<file path="src/sv/mdfe_pkg.sv">
// Shared types and constants for the depth-first maze explorer.
// No dependencies; imported by the explorer top level.
package mdfe_pkg;

    // Absolute directions.
    localparam logic [1:0] DIR_N = 2'd0;
    localparam logic [1:0] DIR_E = 2'd1;
    localparam logic [1:0] DIR_S = 2'd2;
    localparam logic [1:0] DIR_W = 2'd3;

    // Operation codes carried in the input beat's user field.
    localparam logic OP_EXPLORE = 1'b0;
    localparam logic OP_CLEAR   = 1'b1;

    // Configuration register indexes.
    localparam int   CFG_IDX_W    = 1;
    localparam int   CFG_DATA_W   = 4;
    localparam logic CFG_GOAL_ROW = 1'b0;
    localparam logic CFG_GOAL_COL = 1'b1;
    localparam logic [3:0] GOAL_RESET = 4'd7;

    // One cell entry, without the visited bit, which lives in its own store.
    // walls[d] is the wall on side d of the cell.
    typedef struct packed {
        logic [3:0] walls;
        logic [1:0] back_ptr;
        logic       exhausted;
    } cell_t;

    typedef enum logic [3:0] {
        ST_INIT,
        ST_IDLE,
        ST_CLEAR,
        ST_LOAD,
        ST_PROBE,
        ST_CHECK,
        ST_WB_CUR,
        ST_WB_DST,
        ST_EMIT
    } state_t;

endpackage

</file>
<file path="src/sv/mdfe_ram.sv">
// Generic single-clock RAM: one write port, one read port with registered data.
// No dependencies.
module mdfe_ram #(
    parameter int WIDTH = 8,
    parameter int DEPTH = 256
) (
    input  logic                     aclk,
    input  logic                     we,
    input  logic [$clog2(DEPTH)-1:0] waddr,
    input  logic [WIDTH-1:0]         wdata,
    input  logic [$clog2(DEPTH)-1:0] raddr,
    output logic [WIDTH-1:0]         rdata
);

    logic [WIDTH-1:0] mem [DEPTH];

    always_ff @(posedge aclk) begin
        if (we) begin
            mem[waddr] <= wdata;
        end
        rdata <= mem[raddr];
    end

endmodule

</file>
<file path="src/sv/maze_depth_first_explorer_unit.sv">
// Depth-first maze explorer: top level with sequencer and cell stores.
// Depends on mdfe_pkg and mdfe_ram.
//
// This block walks a GRID_SIDE x GRID_SIDE maze by depth-first search, one
// input beat per robot step. An explore beat carries the front, left and right
// wall flags sensed at the current cell; a clear beat wipes all visited marks.
// Every input beat yields exactly one output beat with the move taken, the
// turn before it, the new position and the goal and stuck flags. The cell
// store sits in a RAM with one read and one write port, so a step is worked
// out by a small sequencer that reads the current cell, then probes the
// neighbours north, east, south and west one at a time through the same read
// port, and finally writes back the current cell and, on a forward move, the
// entered cell. An explore beat passes through a probe state for each
// direction that it tries, and a check state as well for each direction that
// needs a neighbour read. A clear beat sweeps the visited store at one entry
// per cycle. After reset the block runs a fill pass over every cell that
// writes the border walls into the store; s_tready stays low until it ends,
// while configuration writes are taken throughout. A finished result waits in
// the output register, so the next input beat is accepted while the previous
// result is still unclaimed.
module maze_depth_first_explorer_unit
    import mdfe_pkg::*;
#(
    parameter int GRID_SIDE = 16
) (
    input  logic                  aclk,
    input  logic                  aresetn,

    // Input channel.
    input  logic                  s_tvalid,
    output logic                  s_tready,
    // Bits from 0: wall_front, wall_left, wall_right, zero fill.
    input  logic [7:0]            s_tdata,
    // Bit 0: operation.
    input  logic [0:0]            s_tuser,

    // Result channel.
    output logic                  m_tvalid,
    input  logic                  m_tready,
    // Bits from 0: move_dir[1:0], turn[3:2], moved[4], backtracking[5],
    // goal_reached[6], stuck[7], pos_row[11:8], pos_col[15:12].
    output logic [15:0]           m_tdata,

    // Configuration write port.
    input  logic                  cfg_we,
    input  logic [CFG_IDX_W-1:0]  cfg_index,
    input  logic [CFG_DATA_W-1:0] cfg_wdata
);

    localparam int RW    = $clog2(GRID_SIDE);
    localparam int DEPTH = GRID_SIDE * GRID_SIDE;
    localparam int AW    = $clog2(DEPTH);
    localparam int CMPW  = ((RW > CFG_DATA_W) ? RW : CFG_DATA_W) + 1;
    localparam int CW    = $bits(cell_t);
    localparam logic [RW-1:0] LAST_IDX = RW'(GRID_SIDE - 1);

    function automatic logic [AW-1:0] cell_addr(input logic [RW-1:0] r,
                                                input logic [RW-1:0] c);
        return AW'(r) * AW'(GRID_SIDE) + AW'(c);
    endfunction

    // ------------------------------------------------------------------
    // Registers
    // ------------------------------------------------------------------
    state_t          state_reg, state_next;
    logic [1:0]      dir_reg, dir_next;
    logic [1:0]      move_dir_reg, move_dir_next;
    logic            found_reg, found_next;
    logic            moved_reg, moved_next;
    logic            back_reg, back_next;
    logic            stuck_reg, stuck_next;
    cell_t           cur_cell_reg, cur_cell_next;
    cell_t           nb_cell_reg, nb_cell_next;
    logic [2:0]      sense_reg, sense_next;
    logic [RW-1:0]   cur_row_reg, cur_row_next;
    logic [RW-1:0]   cur_col_reg, cur_col_next;
    logic [1:0]      heading_reg, heading_next;
    logic [3:0]      goal_row_reg, goal_row_next;
    logic [3:0]      goal_col_reg, goal_col_next;
    logic [RW-1:0]   sweep_row_reg, sweep_row_next;
    logic [RW-1:0]   sweep_col_reg, sweep_col_next;
    logic            m_tvalid_reg, m_tvalid_next;
    logic [15:0]     m_tdata_reg, m_tdata_next;

    // ------------------------------------------------------------------
    // Cell stores: walls, back pointer and exhausted bit in one RAM,
    // visited bits in another so that a clear only has to write zeros.
    // ------------------------------------------------------------------
    logic            cell_we;
    logic [AW-1:0]   cell_waddr;
    logic [CW-1:0]   cell_wdata;
    logic [CW-1:0]   cell_rdata;
    logic            vis_we;
    logic [AW-1:0]   vis_waddr;
    logic [0:0]      vis_wdata;
    logic [0:0]      vis_rdata;
    logic [AW-1:0]   rd_addr;

    mdfe_ram #(.WIDTH(CW), .DEPTH(DEPTH)) u_cell_ram (
        .aclk  (aclk),
        .we    (cell_we),
        .waddr (cell_waddr),
        .wdata (cell_wdata),
        .raddr (rd_addr),
        .rdata (cell_rdata)
    );

    mdfe_ram #(.WIDTH(1), .DEPTH(DEPTH)) u_vis_ram (
        .aclk  (aclk),
        .we    (vis_we),
        .waddr (vis_waddr),
        .wdata (vis_wdata),
        .raddr (rd_addr),
        .rdata (vis_rdata)
    );

    // ------------------------------------------------------------------
    // Shared neighbour unit: the cell next to the current one in sel_dir.
    // During the scan it follows the probe counter, afterwards the chosen move.
    // ------------------------------------------------------------------
    logic [1:0]      sel_dir;
    logic            nbr_ok;
    logic [RW-1:0]   nbr_row;
    logic [RW-1:0]   nbr_col;
    logic [AW-1:0]   nbr_addr;
    logic [AW-1:0]   cur_addr;
    logic [AW-1:0]   sweep_addr;

    assign sel_dir = (state_reg == ST_PROBE || state_reg == ST_CHECK) ? dir_reg
                                                                       : move_dir_reg;

    always_comb begin
        nbr_row = cur_row_reg;
        nbr_col = cur_col_reg;
        nbr_ok  = 1'b0;
        unique case (sel_dir)
            DIR_N: begin
                nbr_ok  = (cur_row_reg != '0);
                nbr_row = cur_row_reg - RW'(1);
            end
            DIR_E: begin
                nbr_ok  = (cur_col_reg != LAST_IDX);
                nbr_col = cur_col_reg + RW'(1);
            end
            DIR_S: begin
                nbr_ok  = (cur_row_reg != LAST_IDX);
                nbr_row = cur_row_reg + RW'(1);
            end
            DIR_W: begin
                nbr_ok  = (cur_col_reg != '0);
                nbr_col = cur_col_reg - RW'(1);
            end
        endcase
    end

    assign nbr_addr   = cell_addr(nbr_row, nbr_col);
    assign cur_addr   = cell_addr(cur_row_reg, cur_col_reg);
    assign sweep_addr = cell_addr(sweep_row_reg, sweep_col_reg);
    assign rd_addr    = (state_reg == ST_PROBE) ? nbr_addr : cur_addr;

    // Cell as it reads from the store, and with sensed walls merged on a
    // first visit. The sensors are relative to the heading.
    cell_t           rd_cell;
    cell_t           merged_cell;
    cell_t           border_cell;
    logic [1:0]      left_dir;
    logic [1:0]      right_dir;
    logic            sweep_last;
    logic            at_origin;
    logic            probe_blocked;
    logic            nb_free;

    assign rd_cell   = cell_t'(cell_rdata);
    assign left_dir  = heading_reg - 2'd1;
    assign right_dir = heading_reg + 2'd1;

    always_comb begin
        merged_cell = rd_cell;
        if (!vis_rdata[0]) begin
            merged_cell.walls[heading_reg] = rd_cell.walls[heading_reg] | sense_reg[0];
            merged_cell.walls[left_dir]    = rd_cell.walls[left_dir]    | sense_reg[1];
            merged_cell.walls[right_dir]   = rd_cell.walls[right_dir]   | sense_reg[2];
        end
    end

    always_comb begin
        border_cell              = '0;
        border_cell.walls[DIR_N] = (sweep_row_reg == '0);
        border_cell.walls[DIR_E] = (sweep_col_reg == LAST_IDX);
        border_cell.walls[DIR_S] = (sweep_row_reg == LAST_IDX);
        border_cell.walls[DIR_W] = (sweep_col_reg == '0);
    end

    assign sweep_last    = (sweep_row_reg == LAST_IDX) && (sweep_col_reg == LAST_IDX);
    assign at_origin     = (cur_row_reg == '0) && (cur_col_reg == '0);
    assign probe_blocked = cur_cell_reg.walls[dir_reg] ||
                           (cur_cell_reg.back_ptr == dir_reg) || !nbr_ok;
    assign nb_free       = !rd_cell.exhausted && !vis_rdata[0];

    // Result of the step, formed while the output register is loaded.
    logic [RW-1:0]   new_row;
    logic [RW-1:0]   new_col;
    logic [CMPW-1:0] new_row_w;
    logic [CMPW-1:0] new_col_w;
    logic [CMPW-1:0] goal_row_w;
    logic [CMPW-1:0] goal_col_w;
    logic            goal_hit;
    logic [1:0]      out_dir;
    logic [1:0]      out_turn;

    assign new_row    = moved_reg ? nbr_row : cur_row_reg;
    assign new_col    = moved_reg ? nbr_col : cur_col_reg;
    assign new_row_w  = CMPW'(new_row);
    assign new_col_w  = CMPW'(new_col);
    assign goal_row_w = CMPW'(goal_row_reg);
    assign goal_col_w = CMPW'(goal_col_reg);
    assign goal_hit   = (new_row_w == goal_row_w || new_row_w == goal_row_w + CMPW'(1)) &&
                        (new_col_w == goal_col_w || new_col_w == goal_col_w + CMPW'(1));
    assign out_dir    = moved_reg ? move_dir_reg : 2'd0;
    assign out_turn   = moved_reg ? (move_dir_reg - heading_reg) : 2'd0;

    // ------------------------------------------------------------------
    // Sequencer
    // ------------------------------------------------------------------
    always_ff @(posedge aclk) begin
        if (!aresetn) begin
            state_reg     <= ST_INIT;
            sweep_row_reg <= '0;
            sweep_col_reg <= '0;
            cur_row_reg   <= '0;
            cur_col_reg   <= '0;
            heading_reg   <= DIR_E;
            goal_row_reg  <= GOAL_RESET;
            goal_col_reg  <= GOAL_RESET;
            m_tvalid_reg  <= 1'b0;
        end else begin
            state_reg     <= state_next;
            sweep_row_reg <= sweep_row_next;
            sweep_col_reg <= sweep_col_next;
            cur_row_reg   <= cur_row_next;
            cur_col_reg   <= cur_col_next;
            heading_reg   <= heading_next;
            goal_row_reg  <= goal_row_next;
            goal_col_reg  <= goal_col_next;
            m_tvalid_reg  <= m_tvalid_next;
        end
    end

    // Step payload needs no reset.
    always_ff @(posedge aclk) begin
        dir_reg      <= dir_next;
        move_dir_reg <= move_dir_next;
        found_reg    <= found_next;
        moved_reg    <= moved_next;
        back_reg     <= back_next;
        stuck_reg    <= stuck_next;
        cur_cell_reg <= cur_cell_next;
        nb_cell_reg  <= nb_cell_next;
        sense_reg    <= sense_next;
        m_tdata_reg  <= m_tdata_next;
    end

    always_comb begin
        state_next     = state_reg;
        dir_next       = dir_reg;
        move_dir_next  = move_dir_reg;
        found_next     = found_reg;
        moved_next     = moved_reg;
        back_next      = back_reg;
        stuck_next     = stuck_reg;
        cur_cell_next  = cur_cell_reg;
        nb_cell_next   = nb_cell_reg;
        sense_next     = sense_reg;
        cur_row_next   = cur_row_reg;
        cur_col_next   = cur_col_reg;
        heading_next   = heading_reg;
        sweep_row_next = sweep_row_reg;
        sweep_col_next = sweep_col_reg;
        m_tvalid_next  = m_tvalid_reg && !m_tready;
        m_tdata_next   = m_tdata_reg;

        goal_row_next  = (cfg_we && cfg_index == CFG_GOAL_ROW) ? cfg_wdata : goal_row_reg;
        goal_col_next  = (cfg_we && cfg_index == CFG_GOAL_COL) ? cfg_wdata : goal_col_reg;

        cell_we        = 1'b0;
        cell_waddr     = cur_addr;
        cell_wdata     = cur_cell_reg;
        vis_we         = 1'b0;
        vis_waddr      = cur_addr;
        vis_wdata      = 1'b1;
        s_tready       = 1'b0;

        unique case (state_reg)
            ST_INIT, ST_CLEAR: begin
                // Fill pass after reset writes the border walls; a clear
                // pass only wipes the visited store.
                cell_we    = (state_reg == ST_INIT);
                cell_waddr = sweep_addr;
                cell_wdata = border_cell;
                vis_we     = 1'b1;
                vis_waddr  = sweep_addr;
                vis_wdata  = 1'b0;
                if (sweep_col_reg == LAST_IDX) begin
                    sweep_col_next = '0;
                    sweep_row_next = sweep_row_reg + RW'(1);
                end else begin
                    sweep_col_next = sweep_col_reg + RW'(1);
                end
                if (sweep_last) begin
                    sweep_row_next = '0;
                    sweep_col_next = '0;
                    state_next     = (state_reg == ST_INIT) ? ST_IDLE : ST_EMIT;
                end
            end

            ST_IDLE: begin
                s_tready = 1'b1;
                if (s_tvalid) begin
                    sense_next = s_tdata[2:0];
                    moved_next = 1'b0;
                    back_next  = 1'b0;
                    stuck_next = 1'b0;
                    found_next = 1'b0;
                    state_next = (s_tuser[0] == OP_CLEAR) ? ST_CLEAR : ST_LOAD;
                end
            end

            ST_LOAD: begin
                cur_cell_next = merged_cell;
                dir_next      = DIR_N;
                state_next    = ST_PROBE;
            end

            ST_PROBE: begin
                if (!probe_blocked) begin
                    state_next = ST_CHECK;
                end else if (dir_reg == DIR_W) begin
                    found_next    = 1'b0;
                    move_dir_next = cur_cell_reg.back_ptr;
                    state_next    = ST_WB_CUR;
                end else begin
                    dir_next = dir_reg + 2'd1;
                end
            end

            ST_CHECK: begin
                if (nb_free) begin
                    found_next    = 1'b1;
                    move_dir_next = dir_reg;
                    nb_cell_next  = rd_cell;
                    state_next    = ST_WB_CUR;
                end else if (dir_reg == DIR_W) begin
                    found_next    = 1'b0;
                    move_dir_next = cur_cell_reg.back_ptr;
                    state_next    = ST_WB_CUR;
                end else begin
                    dir_next   = dir_reg + 2'd1;
                    state_next = ST_PROBE;
                end
            end

            ST_WB_CUR: begin
                cell_we              = 1'b1;
                cell_wdata           = cur_cell_reg;
                cell_wdata[0]        = cur_cell_reg.exhausted | !found_reg;
                vis_we               = 1'b1;
                if (found_reg) begin
                    moved_next = 1'b1;
                    state_next = ST_WB_DST;
                end else begin
                    // Dead end: back up along the back pointer, except at the
                    // start cell or when the pointer leads off the grid.
                    stuck_next = at_origin;
                    moved_next = !at_origin && nbr_ok;
                    back_next  = !at_origin && nbr_ok;
                    state_next = ST_EMIT;
                end
            end

            ST_WB_DST: begin
                cell_we    = 1'b1;
                cell_waddr = nbr_addr;
                cell_wdata = nb_cell_reg;
                cell_wdata[2:1] = move_dir_reg + 2'd2;
                state_next = ST_EMIT;
            end

            ST_EMIT: begin
                if (!m_tvalid_reg || m_tready) begin
                    m_tvalid_next = 1'b1;
                    m_tdata_next  = {new_col_w[3:0], new_row_w[3:0], stuck_reg, goal_hit,
                                     back_reg, moved_reg, out_turn, out_dir};
                    if (moved_reg) begin
                        heading_next = move_dir_reg;
                        cur_row_next = nbr_row;
                        cur_col_next = nbr_col;
                    end
                    state_next = ST_IDLE;
                end
            end

            default: begin
                state_next = ST_IDLE;
            end
        endcase
    end

    assign m_tvalid = m_tvalid_reg;
    assign m_tdata  = m_tdata_reg;

    // ------------------------------------------------------------------
    // Assertions
    // ------------------------------------------------------------------
    // The entered cell is only written after a forward neighbour was found.
    a_dst_needs_found: assert property (@(posedge aclk) disable iff (!aresetn)
        (state_reg == ST_WB_DST) |-> found_reg)
        else $error("entered cell written without a forward move");

    // An accepted beat always starts work; the block is not ready next cycle.
    a_accept_busy: assert property (@(posedge aclk) disable iff (!aresetn)
        (s_tvalid && s_tready) |=> !s_tready)
        else $error("input accepted twice in a row");

    // A stuck result never reports a move, and backtracking implies a move.
    a_result_flags: assert property (@(posedge aclk) disable iff (!aresetn)
        m_tvalid |-> (!(m_tdata[7] && m_tdata[4]) && (!m_tdata[5] || m_tdata[4])))
        else $error("inconsistent move flags in result");

endmodule

</file>
<file path="config.mk">
export PLATFORM = sky130hd
export DESIGN_NAME = maze_depth_first_explorer_unit
export DESIGN_NICKNAME = d
export VERILOG_FILES = /design/src/sv/mdfe_pkg.sv /design/src/sv/mdfe_ram.sv /design/src/sv/maze_depth_first_explorer_unit.sv
export SDC_FILE = /design/constraint.sdc
export NUM_CORES = 2
export LEC_CHECK = 0
export BUFFER_PORTS_ARGS = -buffer_cell sky130_fd_sc_hd__clkbuf_2
export CORE_ASPECT_RATIO = 1.75
export CORE_MARGIN = 2
export CORE_UTILIZATION = 65
export DETAILED_ROUTE_END_ITERATION = 16
export PLACE_DENSITY = 0.9
export SLEW_MARGIN = 5
export SYNTH_ARGS = -nofsm -noshare
export SYNTH_HDL_FRONTEND = slang
export SYNTH_HIERARCHICAL = 1
export SYNTH_SLANG_ARGS = --single-unit
</file>
<file path="constraint.sdc">
create_clock -name aclk -period 34.8 [get_ports aclk]
set_input_delay 5.22 -clock aclk [delete_from_list [all_inputs] [get_ports aclk]]
set_output_delay 5.22 -clock aclk [all_outputs]
set_load 0.01 [all_outputs]
</file>
# == After elaboration in Yosys (flattened, before gate mapping) ==
# Memory sizes are Yosys's and may differ from the RTL's. A register that Yosys moved wholly into a read port is not among the register bits.
# Cells that the tools add are included.
# classes
n_addsub,16
multipliers,0
div,0
magnitude_cmp,7
eq_ne,28
n_shift,0
muxes,72
bitwise,5
reduce_logical,51
# op_table
cell,count
$mux W4,14
$pmux W4 S8,1
$add A8 B4 Y8,3
$mux W1,24
$pmux W7 S3,1
$logic_not A4 Y1,5
$mux W2,9
$add A4 B1 Y4 const B,4
$eq A4 B3 Y1 const B,4
$mux W8,2
$pmux W4 S2,2
$pmux W8 S2,1
$bwmux W4,3
$eq A4 B4 Y1 const B,3
$lt A2 B3 Y1 const B,4
$ne A2 B2 Y1 const B,6
$reduce_and A2 Y1,6
$reduce_and A3 Y1,4
$logic_and A1 B1 Y1,11
$add A4 B1 Y5 const B,2
$eq A4 B5 Y1,2
$bmux W1 S2,4
$eq A4 B2 Y1 const B,2
$eq A4 B4 Y1,2
29 further kinds,60
# totals
reg_bits,70
latchBits,0
ram_bits,2048
rom_bits,0
in_bits,19
output_inout_bits,18
word_cells,204
mem_count,2
# memory_table
memory,depth,width,rd,rd_clocked_by_memory_dff,write_ports,line_no,rtl
u_cell_ram.mem,256,7,1,1,1,mdfe_ram.sv:15,logic [WIDTH-1:0] mem [DEPTH];
u_vis_ram.mem,256,1,1,1,1,mdfe_ram.sv:15,

# == Longest topological paths before layout ==
# logic_depth
ltp_word,9
ltp_mapped,23
mapped_depth_nobuf,18

# == Cells and area by module ==
# Netlist, hierarchy kept.
# modules_own_cells
mod,n_inst,cells_per_inst,area_per_inst_um2,seq_area_each_um2
mdfe_ram (u_cell_ram),1,3381,70197.3,53951.7
mdfe_ram (u_vis_ram),1,788,11128.2,7707.4
maze_depth_first_explorer_unit,1,550,4755.8,1791.7

# == Worst setup path before layout ==
# No wires, ideal clock.
# synth_path
kind,register to register
from,register state_reg[1]
to,"memory u_cell_ram/mem[0][0] (netlist name), data pin"
setup_ns,2.188
t_arrival_ns,10.955
t_required_ns,32.612
setup_slack_ns,21.657
stages_incl_launch_ff,5
n_path_buf,1
synth_period_minus_slack_ns,13.143
cell_sequence,dfxtp_1 clkbuf_1 nor2b_1 nand2_1 o21ai_0
# synth_via
elab_chain_cells,3
elab_cells_between_ends,6
classes_between,3 x eq/ne; 1 x mux; 2 x reduce/logical
# synth_rtl
item,line_no,rtl
from (decl),maze_depth_first_explorer_unit.sv:65,"state_t state_reg, state_next;"
from (signal assigned),maze_depth_first_explorer_unit.sv:237,state_reg <= state_next;
$eq A4 B2 Y1 or $logic_not A4 Y1 (tied branches),maze_depth_first_explorer_unit.sv:293,unique case (state_reg)
$reduce_or A2 Y1,maze_depth_first_explorer_unit.sv:293,
$pmux W7 S3 *,maze_depth_first_explorer_unit.sv:293,
via cell_wdata[0],maze_depth_first_explorer_unit.sv:91,logic [CW-1:0] cell_wdata;
to (decl),mdfe_ram.sv:15,
# Mark *: on every way through the listed nets, which the timed path passes. The rest lies on a longest branch.

# == Worst setup path in the final report ==
# layout_path
from,register state_reg[2]
to,register u_cell_ram.rdata[1] (read register of u_cell_ram.mem)
# layout_via
elab_chain_cells,7
elab_cells_between_ends,12
classes_between,1 x add/sub; 5 x eq/ne; 4 x mux; 2 x reduce/logical
# layout_rtl
item,line_no,rtl
$eq A4 B3 Y1 (on tied branches),"maze_depth_first_explorer_unit.sv:129, maze_depth_first_explorer_unit.sv:159",
$logic_or A1 B1 Y1,maze_depth_first_explorer_unit.sv:129,assign sel_dir = (state_reg == ST_PROBE || state_reg == ST_CHECK) ? dir_reg
$mux W2,maze_depth_first_explorer_unit.sv:129,
$eq A2 B2 Y1 or $eq A2 B1 Y1 (tied branches),maze_depth_first_explorer_unit.sv:136,unique case (sel_dir)
$pmux W4 S2,maze_depth_first_explorer_unit.sv:136,
$add A8 B4 Y8,maze_depth_first_explorer_unit.sv:59,return AW'(r) * AW'(GRID_SIDE) + AW'(c);
$mux W8 *,maze_depth_first_explorer_unit.sv:159,assign rd_addr = (state_reg == ST_PROBE) ? nbr_addr : cur_addr;
via rd_addr[0],maze_depth_first_explorer_unit.sv:97,logic [AW-1:0] rd_addr;
to (decl),mdfe_ram.sv:12,output logic [WIDTH-1:0] rdata
# Marked as above.
# A chain may end at the register's enable or synchronous reset.

==> implementation parameters <==
Parameter                              Value

Run status
  Violated checks ... capacitance limit, slew limit
  Run status ... finished with violations

Routing
  Detailed-routing iteration count for the pre-antenna-repair pass ... 7
  Total number of vias ... around 50000
  Average routed wire per standard cell ... roughly 38 µm
  Via density ... 7.715
  Antenna violation net count after detailed routing ... 0
  Violation count after the first detailed-routing iteration ... 9842
  Total wirelength of the detailed-routed design ... roughly 250 mm
  Number of DRC violations after detailed routing ... 0

Setup path
  Worst reg2reg path endpoint ... u_cell_ram/rdata[1]
  Signal arrival time at the worst endpoint ... around 10000 ps
  Type of the worst setup path ... reg2reg
  Worst-path cell chain ... nor2b_1 > nand2b_1 > nor2_1 > nand2_1 > xnor2_2 > buf_4 > buf_4 > buf_12 > buf_12 > buf_4 > mux4_2 > mux2i_1 > a21o_1 > a21oi_1 > nor4_1 > nor4_2
  Max stage delay cell, worst path ... sky130_fd_sc_hd__nor4_2
  Maximum net fanout on the critical path ... between 100 and 150
  Family with the most delay on the worst path ... buffers and inverters
  CP startpoint kind ... flop
  R2r startpoint ... state_reg[2]
  Buffering stage count on the worst path with inverters included ... 5
  Endpoint type of the worst setup path ... flop
  Max stage delay on crit path ... approximately 1400 ps
  Cells on worst reg2reg path ... 16
  Worst-case register-to-register setup slack ... approximately 26000 ps
  Required time reported for the critical path endpoint ... between 30000 and 40000 ps
  Library cell appearing most often on the critical path ... sky130_fd_sc_hd__buf_4

Placed design
  Number of I/O port buffers ... 31
  HPWL after detailed placement ... approximately 130 mm
  Global placement routability congestion ... ~1
  Post-Place Setup Slack ... between 20000 and 30000 ps

Layout
  Area taken by flip-flops and latches ... around 63000 µm²
  Nets ... 4744
  End-of-flow core utilization ... 0.7106
  Layout overhead on the synthesized area ... 8.523%
  Number of filler cells placed in the layout ... 6747
  Area used by multi-input combinational logic ... 20990 µm²
  Share of layout cells above drive strength 1 ... 0.1772
  Max reg flops ... 1792

STA
  Unrepaired setup endpoints after global routing ... false
  Transition time at the pin with the least slew margin ... 1710 ps
  Worst Clk Skew ... between 50 and 60 ps
  Min Hold Slack ... around 460 ps
  Minimum clock period after layout ... just over 9000 ps
  Setup tns final ... 0 ps
  Endpoints failing setup ... 0
  Part of the cycle the worst path needs ... 0.2661
  Endpoints failing hold ... 0
  Post-layout worst setup margin ... around 26000 ps
  Top achievable clock speed ... 108.0 MHz
  Worst slew margin ... -0.1496
  Number of slew-limit violations in the final report ... 3

Clock network
  Clock insertion delay at the later pin of the skew report ... roughly 840 ps
  Register clock-pin slew on the reported worst setup and hold paths ... approximately 70 ps
  Library cell used as clock root buffer ... sky130_fd_sc_hd__clkbuf_16
  Hold Buf Count CTS ... 0
  Maximum level of the CTS H-tree ... 4
  Post-CTS Resized ... 0
  CTS tree ... built
  Cts bufs inserted ... between 150 and 200
  Sinks on the clock net ... ~2100
  Post-CTS setup buffers ... 0
  Max Buffers Root-to-Sink ... 3

Logic synthesis
  Post-synth ARST share ... 0
  Number of enable-type register cells in the synthesized netlist ... around 2100
  Share of the yosys chip area belonging to registers ... 0.7371
  Synthesized area per cell ... 18.24 µm²
  Count of state elements after synthesis ... around 2100
  Post-synthesis net count ... 4761
  Warnings from Yosys ... 6
  Dominant synthesized flop cell ... sky130_fd_sc_hd__edfxtp_1
  Number of different library cells in the post-synthesis netlist ... 80
  Post-synthesis cell count ... around 4700
  Area of the mapped netlist ... 86080 µm²

Global route
  Global-route wire length before repair ... roughly 350 mm
  Initial antenna violation count ... 19
  GR Util All Layers ... 0.3700
  Remaining global-route overflow ... 0
  Largest net degree at the start of global routing ... about 260
  Number of global-route vias before repair ... approximately 50000

Power and ir drop
  Max VDD drop ... slightly above 0.00006 V
  Power density over the cells ... between 50 and 60 nW/µm²
  Static leakage ... about 28 nW

Hold path
  Capture endpoint of the worst hold path ... m_tdata[5]
  Startpoint of the tightest hold check path ... back_reg
  Number of cells on the worst hold path ... 0
  Worst hold path type ... reg2reg

Die
  Die area ... 135500 µm²
  Number of top-level pins ... 37
  Core Region ... roughly 130000 µm²
  Number of rows in the core area ... approximately 180
  Chip width ... ~280 µm
  Starting density of the core ... 0.6548
  Overall die height ... slightly below 500 µm

Run
  Max Cap Viol ... 3
synth_stat cells, types with 15 or more instances:
library cell / count / share of area
sky130_fd_sc_hd__edfxtp_1: 2087 / 0.73
sky130_fd_sc_hd__nor2_1: 606 / 0.026
sky130_fd_sc_hd__mux4_2: 424 / 0.11
sky130_fd_sc_hd__mux2i_1: 220 / 0.026
sky130_fd_sc_hd__nand2_1: 175 / 0.0076
sky130_fd_sc_hd__clkbuf_1: 152 / 0.0066
sky130_fd_sc_hd__o22ai_1: 90 / 0.0065
sky130_fd_sc_hd__a21oi_1: 85 / 0.0049
sky130_fd_sc_hd__nand3_1: 78 / 0.0045
sky130_fd_sc_hd__a22oi_1: 71 / 0.0062
sky130_fd_sc_hd__buf_2: 55 / 0.0032
sky130_fd_sc_hd__nor3_1: 51 / 0.0030
sky130_fd_sc_hd__o21ai_0: 46 / 0.0027
sky130_fd_sc_hd__nor4_1: 42 / 0.0031
sky130_fd_sc_hd__nor2b_1: 40 / 0.0029
sky130_fd_sc_hd__dfxtp_1: 39 / 0.0091
sky130_fd_sc_hd__buf_6: 28 / 0.0037
sky130_fd_sc_hd__xnor2_1: 27 / 0.0027
sky130_fd_sc_hd__buf_4: 26 / 0.0023
sky130_fd_sc_hd__inv_1: 25 / 0.0011
sky130_fd_sc_hd__ha_1: 22 / 0.0032
sky130_fd_sc_hd__a221oi_1: 21 / 0.0021
sky130_fd_sc_hd__a22o_1: 20 / 0.0020
sky130_fd_sc_hd__nand2b_1: 19 / 0.0014
sky130_fd_sc_hd__o2111ai_1: 17 / 0.0017
sky130_fd_sc_hd__nand4_1: 15 / 0.0011
sky130_fd_sc_hd__xor2_1: 15 / 0.0015
metal layers:
| metal | global-route usage | routed length (µm) |
|---|---|---|
| met1 | 0.4084 | 70350 |
| met2 | 0.5934 | 118700 |
| met3 | 0.1179 | 33010 |
| met4 | 0.2923 | 25950 |
| met5 | 0.002167 | 320 |
logic make-up (layout without fill, tap and decap cells):
kind of cell    Yosys count  after routing  share of synthesized area
compound gates          454            454                    0.03690
xor+xnor                 42             42                   0.004273
fa+ha+maj                23             23                   0.003430
buf+inv                 321            444                    0.02192
flops                  2126           2126                     0.7371
mux                     663            663                     0.1408
other cells               0             10                          0
simple gates           1090           1090                    0.05558
power breakdown:
part / switching, W / leakage, nW / internal (W) / total (W)
sequential: 0.0000168 / 19.4 / 0.00293 / 0.00294
clock: 0.000936 / 2.83 / 0.00114 / 0.00207
combinational: 0.000271 / 5.85 / 0.0000466 / 0.000318
cell usage in the layout, fill, tap and decap left out, drive strengths merged, types with 11 or more instances in the layout:
cell type	synthesis	final
ha	22	22
edfxtp	2087	2087
clkbuf	154	236
bufinv	0	28
xor2	15	15
a22oi	72	72
nand4	15	15
dfxtp	39	39
nand3	78	78
o2111ai	17	17
a221oi	21	21
o22ai	95	95
nor3b	13	13
a2111oi	19	19
xnor2	27	27
nand2	175	175
mux4	434	434
o21ai	52	52
a21oi	85	85
nor2	606	606
buf	139	75
a22o	20	20
mux2i	220	220
nor2b	40	40
a211oi	11	11
nor3	52	52
clkinv	1	57
nor4	43	43
and2	11	11
clkinvlp	0	12
inv	27	36
nand2b	19	19
worst register-to-register path, cell delays in order (launching register included):
cell	delay (ps)
sky130_fd_sc_hd__dfxtp_1	610
sky130_fd_sc_hd__nor2b_1	350
sky130_fd_sc_hd__nand2b_1	230
sky130_fd_sc_hd__nor2_1	350
sky130_fd_sc_hd__nand2_1	210
sky130_fd_sc_hd__xnor2_2	180
sky130_fd_sc_hd__buf_4	500
sky130_fd_sc_hd__buf_4	760
sky130_fd_sc_hd__buf_12	620
sky130_fd_sc_hd__buf_12	900
sky130_fd_sc_hd__buf_4	870
sky130_fd_sc_hd__mux4_2	400
sky130_fd_sc_hd__mux2i_1	100
sky130_fd_sc_hd__a21o_1	230
sky130_fd_sc_hd__a21oi_1	1080
sky130_fd_sc_hd__nor4_1	260
sky130_fd_sc_hd__nor4_2	1410
metrics by stage:
step                      total power [W]  instance area [µm²]  instances
after global placement           0.003248                87370       6215
after CTS                        0.005295                93240       6525
after global routing             0.005408                93400       6535
after floorplan                  0.003165                86080       4719
after detailed placement         0.003270                87370       6215
final                            0.005332                93420       6543
final cells by class:
class / instances / share of cell area
clock buffer: 205 / 0.04783
multi-input combinational: 2272 / 0.2247
antenna: 10 / 0.0002679
tap: 1691 / 0.02265
clock inverter: 105 / 0.01499
timing repair buffer: 106 / 0.009175
inverter: 28 / 0.001179
sequential: 2126 / 0.6792
worst max path at each step:
| stage | start | endpoint | cells after the start |
|---|---|---|---|
| floorplan | state_reg[1] | u_cell_ram/mem[0][0] | 4 |
| global placement | state_reg[2] | u_cell_ram/rdata[1] | 16 |
| detailed placement | state_reg[2] | u_cell_ram/rdata[1] | 16 |
| CTS | state_reg[2] | u_cell_ram/rdata[1] | 16 |
| global route | state_reg[2] | u_cell_ram/rdata[1] | 16 |
| finish | state_reg[2] | u_cell_ram/rdata[1] | 16 |
(Power assumes the default switching activity.)
